**src/rtl/tnac_pkg.sv**
```systemverilog
`timescale 1ns / 1ps
// ----------------------------------------------------------------------------
// tnac_pkg
// Types and constants shared by the autotile code unit: action codes,
// microcode word layout, sequencer states and neighbour offsets.
// ----------------------------------------------------------------------------
package tnac_pkg;

  localparam logic [1:0] ACT_SET   = 2'd0;
  localparam logic [1:0] ACT_CLEAR = 2'd1;
  localparam logic [1:0] ACT_QUERY = 2'd2;

  localparam int         NUM_SLOTS = 12;
  localparam logic [3:0] SLOT_C    = 4'd12;

  typedef logic [4:0] step_t;

  localparam step_t ST_READ_C = 5'd3;
  localparam step_t ST_NBR0   = 5'd4;
  localparam step_t ST_FIN    = 5'd17;

  typedef enum logic [1:0] {
    MOP_NONE,
    MOP_READ,
    MOP_WRITE
  } mop_t;

  typedef enum logic [2:0] {
    JMP_NONE,
    JMP_ALWAYS,
    JMP_OUTSIDE,
    JMP_QUERY,
    JMP_EMPTY
  } jmp_t;

  typedef struct packed {
    mop_t       mop;
    logic [3:0] slot;
    jmp_t       jmp;
    step_t      target;
    logic       fin;
  } uword_t;

  localparam uword_t UW_NOP = '{
    mop:    MOP_NONE,
    slot:   4'd0,
    jmp:    JMP_NONE,
    target: 5'd0,
    fin:    1'b0
  };

  typedef struct packed {
    logic   clear;
    logic   load;
    uword_t uw;
  } dp_ctl_t;

  typedef struct packed {
    logic clr_done;
    logic outside;
    logic query;
    logic empty;
  } dp_stat_t;

  typedef enum logic [1:0] {
    SEQ_CLEAR,
    SEQ_IDLE,
    SEQ_RUN
  } seq_state_t;

  // up, left, right, down, four diagonals, four at distance two; center otherwise
  function automatic logic signed [2:0] nbr_dx(input logic [3:0] slot);
    logic signed [2:0] d;
    case (slot)
      4'd1, 4'd4, 4'd6:  d = -3'sd1;
      4'd2, 4'd5, 4'd7:  d = 3'sd1;
      4'd9:              d = -3'sd2;
      4'd10:             d = 3'sd2;
      default:           d = 3'sd0;
    endcase
    return d;
  endfunction

  function automatic logic signed [2:0] nbr_dy(input logic [3:0] slot);
    logic signed [2:0] d;
    case (slot)
      4'd0, 4'd4, 4'd5:  d = 3'sd1;
      4'd3, 4'd6, 4'd7:  d = -3'sd1;
      4'd8:              d = 3'sd2;
      4'd11:             d = -3'sd2;
      default:           d = 3'sd0;
    endcase
    return d;
  endfunction

endpackage

```
**src/rtl/tnac_ram.sv**
```systemverilog
`timescale 1ns / 1ps
// ----------------------------------------------------------------------------
// tnac_ram
// Generic single-port RAM, one write or read per cycle, registered read data.
// ----------------------------------------------------------------------------
module tnac_ram #(
  parameter int WIDTH = 1,
  parameter int DEPTH = 1024
) (
  input  logic                     clk,
  input  logic                     we,
  input  logic [$clog2(DEPTH)-1:0] addr,
  input  logic [WIDTH-1:0]         wdata,
  output logic [WIDTH-1:0]         rdata
);

  logic [WIDTH-1:0] mem [DEPTH];

  always_ff @(posedge clk) begin
    if (we) begin
      mem[addr] <= wdata;
    end
    rdata <= mem[addr];
  end

endmodule

```
**src/rtl/tnac_urom.sv**
```systemverilog
`timescale 1ns / 1ps
// ----------------------------------------------------------------------------
// tnac_urom
// Microcode store: one control word per step of the item program.
// ----------------------------------------------------------------------------
module tnac_urom (
  input  tnac_pkg::step_t  step,
  output tnac_pkg::uword_t uw
);
  import tnac_pkg::*;

  function automatic uword_t mk(input mop_t m, input logic [3:0] s, input jmp_t j,
                                input step_t t, input logic f);
    uword_t w;
    w.mop    = m;
    w.slot   = s;
    w.jmp    = j;
    w.target = t;
    w.fin    = f;
    return w;
  endfunction

  always_comb begin
    unique case (step)
      5'd0:    uw = mk(MOP_NONE,  4'd0,   JMP_OUTSIDE, ST_FIN,    1'b0);
      5'd1:    uw = mk(MOP_NONE,  4'd0,   JMP_QUERY,   ST_READ_C, 1'b0);
      5'd2:    uw = mk(MOP_WRITE, SLOT_C, JMP_ALWAYS,  ST_NBR0,   1'b0);
      5'd3:    uw = mk(MOP_READ,  SLOT_C, JMP_NONE,    5'd0,      1'b0);
      5'd4:    uw = mk(MOP_READ,  4'd0,   JMP_NONE,    5'd0,      1'b0);
      5'd5:    uw = mk(MOP_READ,  4'd1,   JMP_EMPTY,   ST_FIN,    1'b0);
      5'd6:    uw = mk(MOP_READ,  4'd2,   JMP_NONE,    5'd0,      1'b0);
      5'd7:    uw = mk(MOP_READ,  4'd3,   JMP_NONE,    5'd0,      1'b0);
      5'd8:    uw = mk(MOP_READ,  4'd4,   JMP_NONE,    5'd0,      1'b0);
      5'd9:    uw = mk(MOP_READ,  4'd5,   JMP_NONE,    5'd0,      1'b0);
      5'd10:   uw = mk(MOP_READ,  4'd6,   JMP_NONE,    5'd0,      1'b0);
      5'd11:   uw = mk(MOP_READ,  4'd7,   JMP_NONE,    5'd0,      1'b0);
      5'd12:   uw = mk(MOP_READ,  4'd8,   JMP_NONE,    5'd0,      1'b0);
      5'd13:   uw = mk(MOP_READ,  4'd9,   JMP_NONE,    5'd0,      1'b0);
      5'd14:   uw = mk(MOP_READ,  4'd10,  JMP_NONE,    5'd0,      1'b0);
      5'd15:   uw = mk(MOP_READ,  4'd11,  JMP_NONE,    5'd0,      1'b0);
      5'd16:   uw = mk(MOP_NONE,  4'd0,   JMP_NONE,    5'd0,      1'b0);
      5'd17:   uw = mk(MOP_NONE,  4'd0,   JMP_NONE,    5'd0,      1'b1);
      default: uw = mk(MOP_NONE,  4'd0,   JMP_ALWAYS,  ST_FIN,    1'b0);
    endcase
  end

endmodule

```
**src/rtl/tnac_seq.sv**
```systemverilog
`timescale 1ns / 1ps
// ----------------------------------------------------------------------------
// tnac_seq
// Sequencer: clear sweep after reset, step counter and conditional jumps.
// ----------------------------------------------------------------------------
module tnac_seq (
  input  logic               clk,
  input  logic               rst,
  input  logic               start,
  output logic               busy,
  output tnac_pkg::step_t    step,
  input  tnac_pkg::uword_t   uw,
  input  tnac_pkg::dp_stat_t stat,
  output tnac_pkg::dp_ctl_t  ctl
);
  import tnac_pkg::*;

  seq_state_t state, state_next;
  step_t      step_next;
  logic       taken;

  always_ff @(posedge clk) begin
    if (rst) begin
      state <= SEQ_CLEAR;
      step  <= '0;
    end else begin
      state <= state_next;
      step  <= step_next;
    end
  end

  always_comb begin
    case (uw.jmp)
      JMP_ALWAYS:  taken = 1'b1;
      JMP_OUTSIDE: taken = stat.outside;
      JMP_QUERY:   taken = stat.query;
      JMP_EMPTY:   taken = stat.empty;
      default:     taken = 1'b0;
    endcase
  end

  // next state
  always_comb begin
    state_next = state;
    step_next  = '0;
    unique case (state)
      SEQ_CLEAR: begin
        if (stat.clr_done) begin
          state_next = SEQ_IDLE;
        end
      end
      SEQ_IDLE: begin
        if (start) begin
          state_next = SEQ_RUN;
        end
      end
      SEQ_RUN: begin
        if (uw.fin) begin
          state_next = SEQ_IDLE;
        end else if (taken) begin
          step_next = uw.target;
        end else begin
          step_next = step + 5'd1;
        end
      end
      default: state_next = SEQ_CLEAR;
    endcase
  end

  // outputs
  always_comb begin
    busy      = 1'b1;
    ctl.clear = 1'b0;
    ctl.load  = 1'b0;
    ctl.uw    = UW_NOP;
    unique case (state)
      SEQ_CLEAR: ctl.clear = 1'b1;
      SEQ_IDLE: begin
        busy     = 1'b0;
        ctl.load = start;
      end
      SEQ_RUN:  ctl.uw = uw;
      default:  ctl.uw = UW_NOP;
    endcase
  end

endmodule

```
**src/rtl/tnac_dp.sv**
```systemverilog
`timescale 1ns / 1ps
// ----------------------------------------------------------------------------
// tnac_dp
// Datapath: item registers, neighbour address, map port, mask and result.
// ----------------------------------------------------------------------------
module tnac_dp #(
  parameter int GRID_W = 32,
  parameter int GRID_H = 32,
  parameter int ADDR_W = 10
) (
  input  logic               clk,
  input  logic               rst,
  input  tnac_pkg::dp_ctl_t  ctl,
  output tnac_pkg::dp_stat_t stat,
  input  logic [1:0]         action,
  input  logic signed [6:0]  tile_x,
  input  logic signed [6:0]  tile_y,
  output logic               mem_we,
  output logic [ADDR_W-1:0]  mem_addr,
  output logic [0:0]         mem_wdata,
  input  logic [0:0]         mem_rdata,
  output logic               done,
  output logic               in_grid,
  output logic               filled,
  output logic [4:0]         tile_code
);
  import tnac_pkg::*;

  localparam int DEPTH = GRID_W * GRID_H;

  logic [1:0]            act;
  logic signed [6:0]     px, py;
  logic                  center;
  logic [NUM_SLOTS-1:0]  mask;
  logic                  pend_valid, pend_oob;
  logic [3:0]            pend_slot;
  logic [ADDR_W-1:0]     clr_addr;
  logic signed [2:0]     dx, dy;
  logic [7:0]            nx, ny;
  logic                  n_in, c_in, cap_bit, set_bit, hit;
  logic [4:0]            code;

  function automatic logic [4:0] code_of(input logic [NUM_SLOTS-1:0] m);
    logic [4:0] c;
    c = {1'b0, m[3:0]};
    if (m[3:0] == 4'hF) begin
      case (m[7:4])
        4'b1110: c = 5'd16;
        4'b1101: c = 5'd17;
        4'b1011: c = 5'd18;
        4'b0111: c = 5'd19;
        4'b1111: c = (m[11:8] == 4'hF) ? 5'd20 : 5'd15;
        default: c = 5'd15;
      endcase
    end
    return c;
  endfunction

  assign dx      = nbr_dx(ctl.uw.slot);
  assign dy      = nbr_dy(ctl.uw.slot);
  assign nx      = {px[6], px} + {{5{dx[2]}}, dx};
  assign ny      = {py[6], py} + {{5{dy[2]}}, dy};
  assign n_in    = !nx[7] && (nx[6:0] < 7'(GRID_W)) && !ny[7] && (ny[6:0] < 7'(GRID_H));
  assign c_in    = !px[6] && (px[6:0] < 7'(GRID_W)) && !py[6] && (py[6:0] < 7'(GRID_H));
  assign set_bit = (act == ACT_SET);
  assign cap_bit = pend_oob | mem_rdata[0];
  assign hit     = c_in & center;
  assign code    = hit ? code_of(mask) : 5'd0;

  assign stat.clr_done = ctl.clear && (clr_addr == ADDR_W'(DEPTH - 1));
  assign stat.outside  = !c_in;
  assign stat.query    = act[1];
  assign stat.empty    = !center;

  always_comb begin
    mem_we    = 1'b0;
    mem_addr  = ADDR_W'(ny[6:0]) * ADDR_W'(GRID_W) + ADDR_W'(nx[6:0]);
    mem_wdata = set_bit;
    if (ctl.clear) begin
      mem_we    = 1'b1;
      mem_addr  = clr_addr;
      mem_wdata = 1'b0;
    end else if (ctl.uw.mop == MOP_WRITE) begin
      mem_we = 1'b1;
    end
  end

  always_ff @(posedge clk) begin
    if (rst) begin
      clr_addr   <= '0;
      pend_valid <= 1'b0;
      done       <= 1'b0;
    end else begin
      if (ctl.clear) begin
        clr_addr <= stat.clr_done ? '0 : clr_addr + 1'b1;
      end
      pend_valid <= (ctl.uw.mop == MOP_READ);
      done       <= ctl.uw.fin;
    end
  end

  always_ff @(posedge clk) begin
    if (ctl.load) begin
      act    <= action;
      px     <= tile_x;
      py     <= tile_y;
      center <= 1'b0;
      mask   <= '0;
    end else begin
      if (ctl.uw.mop == MOP_WRITE) begin
        center <= set_bit;
      end
      if (pend_valid) begin
        if (pend_slot == SLOT_C) begin
          center <= cap_bit;
        end else begin
          mask[pend_slot] <= cap_bit;
        end
      end
    end
    pend_slot <= ctl.uw.slot;
    pend_oob  <= !n_in;
    if (ctl.uw.fin) begin
      in_grid   <= c_in;
      filled    <= hit;
      tile_code <= code;
    end
  end

endmodule

```
**src/rtl/tile_neighbour_autotile_code_unit.sv**
```systemverilog
`timescale 1ns / 1ps
// ----------------------------------------------------------------------------
// tile_neighbour_autotile_code_unit
// Occupancy map of a tile grid with set, clear and query of one cell and
// the cell's bitmask autotile code from twelve neighbours.
// ----------------------------------------------------------------------------
// Usage
//   Command channel: drive action, tile_x, tile_y and raise start; the
//   transaction is taken at the edge where start is high and busy is low.
//   Result channel: done is high for one cycle with in_grid, filled and
//   tile_code; the receiver cannot hold it off and it is never repeated.
// Program
//   cell outside the grid: straight to the result, no map access
//   clear, or query of an empty cell: ends once the cell is seen empty
//   set, or query of a filled cell: reads all twelve neighbours
//   The map sits in one single-port RAM; the program writes the cell on set
//   or clear or reads it on query, then reads neighbours one per cycle. A new
//   command is taken in the cycle in which done is high, so items never overlap.
// Reset
//   rst is synchronous. After it the map is swept clear, one cell a cycle,
//   all GRID_W*GRID_H cells, with busy high; then busy falls.
// ----------------------------------------------------------------------------
module tile_neighbour_autotile_code_unit #(
  parameter int GRID_W = 32,
  parameter int GRID_H = 32
) (
  input  logic              clk,
  input  logic              rst,
  input  logic              start,
  output logic              busy,
  input  logic [1:0]        action,
  input  logic signed [6:0] tile_x,
  input  logic signed [6:0] tile_y,
  output logic              done,
  output logic              in_grid,
  output logic              filled,
  output logic [4:0]        tile_code
);
  import tnac_pkg::*;

  localparam int DEPTH  = GRID_W * GRID_H;
  localparam int ADDR_W = $clog2(DEPTH);

  step_t             step;
  uword_t            uw;
  dp_ctl_t           ctl;
  dp_stat_t          stat;
  logic              mem_we;
  logic [ADDR_W-1:0] mem_addr;
  logic [0:0]        mem_wdata, mem_rdata;

  tnac_urom u_urom (
    .step (step),
    .uw   (uw)
  );

  tnac_seq u_seq (
    .clk   (clk),
    .rst   (rst),
    .start (start),
    .busy  (busy),
    .step  (step),
    .uw    (uw),
    .stat  (stat),
    .ctl   (ctl)
  );

  tnac_dp #(
    .GRID_W (GRID_W),
    .GRID_H (GRID_H),
    .ADDR_W (ADDR_W)
  ) u_dp (
    .clk       (clk),
    .rst       (rst),
    .ctl       (ctl),
    .stat      (stat),
    .action    (action),
    .tile_x    (tile_x),
    .tile_y    (tile_y),
    .mem_we    (mem_we),
    .mem_addr  (mem_addr),
    .mem_wdata (mem_wdata),
    .mem_rdata (mem_rdata),
    .done      (done),
    .in_grid   (in_grid),
    .filled    (filled),
    .tile_code (tile_code)
  );

  tnac_ram #(
    .WIDTH (1),
    .DEPTH (DEPTH)
  ) u_map (
    .clk   (clk),
    .we    (mem_we),
    .addr  (mem_addr),
    .wdata (mem_wdata),
    .rdata (mem_rdata)
  );

endmodule

```
**config.mk**
```make
export PLATFORM = sky130hd
export DESIGN_NAME = tile_neighbour_autotile_code_unit
export DESIGN_NICKNAME = d
export VERILOG_FILES = /design/src/rtl/tnac_pkg.sv /design/src/rtl/tnac_ram.sv /design/src/rtl/tnac_urom.sv /design/src/rtl/tnac_seq.sv /design/src/rtl/tnac_dp.sv /design/src/rtl/tile_neighbour_autotile_code_unit.sv
export SDC_FILE = /design/constraint.sdc
export NUM_CORES = 2
export LEC_CHECK = 0
export BUFFER_PORTS_ARGS = -buffer_cell sky130_fd_sc_hd__buf_4
export CORE_MARGIN = 3
export CORE_UTILIZATION = 55
export CTS_CLUSTER_DIAMETER = 30
export DETAILED_ROUTE_END_ITERATION = 12
export PLACE_DENSITY = 0.71
export SLEW_MARGIN = 10
export SYNTH_ARGS = -nofsm -noshare
export SYNTH_HDL_FRONTEND = slang
export SYNTH_HIERARCHICAL = 1
export SYNTH_SLANG_ARGS = --single-unit
```
**constraint.sdc**
```tcl
create_clock -name clk -period 53.6 [get_ports clk]
set_clock_uncertainty 0.15 [all_clocks]
set_input_delay 5.36 -clock clk [delete_from_list [all_inputs] [get_ports clk]]
set_output_delay 5.36 -clock clk [all_outputs]
set_load 0.01 [all_outputs]
```
==> run_results.csv <==
group,metric,value,unit
run_status,run_status,"finished, final reports clean",
run,number_of_max_cap_violations,0,
timing,whs,353,ps
worst_setup_path,critical_path.max_stage_delay,1050,ps
layout,nNetsFinal,3774,
clocking,post_cts.repair.setup_buffers,0,
power,internal-power,1.83,mW
power,netSwitchingFraction,21.2,%
die,ios,28,
drt,routed_wirelength,134000,um
clocking,hold_buffers,0,
grt,first_pass_grt_wire_length,197000,um
worst_setup_path,critPathBufInv,4,
worst_setup_path,r2r_start,"u_seq/step[3]",
grt,number_of_antenna_violations_at_the_first_check_in_global_routing,0,
hold_path,hp-start,"u_dp/mask[9]",
die,initial_core_util,55.9,%
die,placement_rows,107,
clocking,worstSkewPairLatency,770,ps
clocking,clock_path_buffers,3,
hold_path,hold_end,"u_dp/mask[9]",
timing,period_minus_slack,8190,ps
drt,drt_iter0_markers,4101,
logic_synthesis,synthesis.area_per_instance,12.8,um^2
worst_setup_path,crit_path_max_fanout,32,
clocking,htreeDepth,4,
clocking,clock_slew_at_the_register_clock_pins_of_the_worst_setup_and_hold_paths,50,ps
power,total_power,2.32,mW
worst_setup_path,setup.reg_to_reg.worst_slack,45410,ps
worst_setup_path,path_cells,"inv_1 > a211oi_1 > and2_1 > inv_1 > or3_1 > o21ai_0 > ha_1 > a21oi_1 > nand2_1 > a311oi_1 > xnor2_1 > inv_1 > fa_1 > or4_1 > a31oi_1 > inv_1 > nor3_1 > nand2_1 > nor2_1",
layout,layout-drive-gt1-share,14.1,%
worst_setup_path,setup.worst_path.class,"register to register",
power,leakage,16.8,nW
timing,grt_setup_unrepaired,"false",
worst_setup_path,cp_slowest_cell,"nor3_1",
timing,worstMarginPinSlew,1320,ps
placement,dpl_wire_length,68600,um
timing,report.final.hold_viol_count,0,
logic_synthesis,yosys_warnings,6,
drt,routed_via_density,6.27,
layout,utilization_after_layout,65.3,%
placement,place.detailed.instances,4665,
clocking,ctsResizeCount,0,
die,total_die_area,90600,um^2
clocking,ctsRootBufferMaster,"clkbuf_16",
grt,gr-usage-all-layers,29.7,%
power,peakVddDrop,0.0366,mV
placement,place.port_buffers,27,
clocking,cts-buffers-inserted,204,
power,comb_power_share,3.6,%
hold_path,hold_path_class,"register to register",
grt,via_count_of_the_first_global_routing_pass,30900,
worst_setup_path,startpoint_type,"register",
worst_setup_path,cp_data_required_time,53910,ps
die,core-area,85700,um^2
grt,grt.overflow.total,0,
drt,dr_wl_cell,26.6,um
timing,final-setup-viol-count,0,
power,net_switching_power,492,uW
worst_setup_path,cpMostUsedCell,"inv_1",
worst_setup_path,critPathArrivalTime,8500,ps
clocking,clock-sinks,1085,
die,die_height,301,um
die,die_x,301,um
layout,post_layout_nonfiller_instances,5053,
timing,timing.fmax,122,MHz
layout,areaGrowthSynthToFinish,16.9,%
worst_setup_path,reg2reg_depth,19,
drt,antenna_violating_nets_left,0,
timing,timing.final.crit_share,15.3,%
worst_setup_path,critical_path.top_delay_family,"simple AND/OR/NAND/NOR gates",
logic_synthesis,synth_cells,3750,
logic_synthesis,syn-cell-area,47900,um^2
timing,timing.max_slew.rel_slack,11.3,%
timing,totalNegativeSetupSlack,0,ps
placement,gp_routability_congestion,0.812,
drt,drc,0,
clocking,tritoncts,"built",
drt,drt_pre_antenna_iters,8,
worst_setup_path,regToRegEndpoint,"u_map/mem[633]",
grt,pin_count_of_the_biggest_net_entering_global_routing,261,
power,power.density,41.4,nW/um^2
worst_setup_path,endpoint_kind,"register",
power,pwr-share-seq,39.7,%
drt,detailroute.via_count,31700,
power,clkPwrFrac,56.7,%
logic_synthesis,syn_nets,3797,
hold_path,min_delay_path_depth,2,
timing,final_max_slew_viol_count,0,
## worst min-delay path: stages (launching register included)
cell and delay, ps:
dfxtp_1 300, nor2_1 90, a211oi_1 50
## flip-flops by register name, indices dropped and copies added, names as in the netlist, 2 cells and up
| signal | cells |
|---|---|
| u_dp/act | 2 |
| u_dp/clr_addr | 10 |
| u_dp/mask | 12 |
| u_dp/pend_slot | 4 |
| u_dp/px | 7 |
| u_dp/py | 7 |
| u_dp/tile_code | 5 |
| u_map/mem | 1024 |
| u_seq/state | 2 |
| u_seq/step | 5 |
## worst max path at each step
stage                                 to           start  depth (start not counted)  slack [ps]
final                     u_map/mem[633]   u_seq/step[3]                         19       45410
after global routing      u_map/mem[588]   u_seq/step[3]                         19       44880
after CTS                 u_map/mem[633]   u_seq/step[3]                         19       45610
after detailed placement  u_map/mem[578]   u_seq/step[3]                         19       45620
after global placement    u_map/mem[592]   u_seq/step[3]                         19       45840
after floorplan             u_map/mem[0]  u_seq/state[0]                          4        6800
## power groups by stage
stage | clock network [mW] | registers (mW) | logic [mW]
after floorplan | 0 | 0.935 | 0.0621
after detailed placement | 0 | 0.936 | 0.0827
after global placement | 0 | 0.936 | 0.0823
after CTS | 1.32 | 0.920 | 0.0833
final | 1.31 | 0.921 | 0.0842
after global routing | 1.37 | 0.920 | 0.0875
## metal layers
metal,global-route usage (%),vias to the layer above,routed length [um]
met5,0,-,0
li1,-,13600,-
met2,47.4,1802,63400
met1,39.7,15900,50400
met4,13.3,0,6020
met3,6.25,368,14700
## cell type report
type | instances | area [um^2]
Sequential cell | 1085 | 32200
Fill cell | 6271 | 29700
Multi-Input combinational cell | 2309 | 14300
Clock buffer | 232 | 5340
Clock inverter | 154 | 1860
Tap cell | 1144 | 1430
Timing Repair Buffer | 105 | 801
Inverter | 22 | 82.6
Antenna cell | 2 | 5.00
## stage by stage
| step | area, um^2 | setup slack (ps) |
|---|---|---|
| 6_report | 56000 | 45410 |
| 5_1_grt | 56000 | 44880 |
| 4_1_cts | 56000 | 45610 |
| 3_5_place_dp | 48800 | 45620 |
| 3_3_place_gp | 48800 | 45840 |
| 2_1_floorplan | 47900 | 6800 |
## placed cells by master, fill, tap and decap left out, types with 16 or more instances in the layout
master         n
clkinv_1      28
mux4_2        32
clkbuf_1      20
o21ai_0       22
clkinvlp_4    32
a21oi_1       20
nor4_1        46
edfxtp_1    1047
clkinv_2      26
nor2_1      1129
dfxtp_1       38
clkinv_4      16
inv_1         20
buf_4        104
bufinv_16     33
nand2_2       32
nand3_1       32
clkbuf_16    208
ha_1          25
o22ai_1      198
nor3_1        31
mux2i_1      461
nand2_1       70
a211oi_1      24
Note: power is estimated with default switching activity, not from simulation.
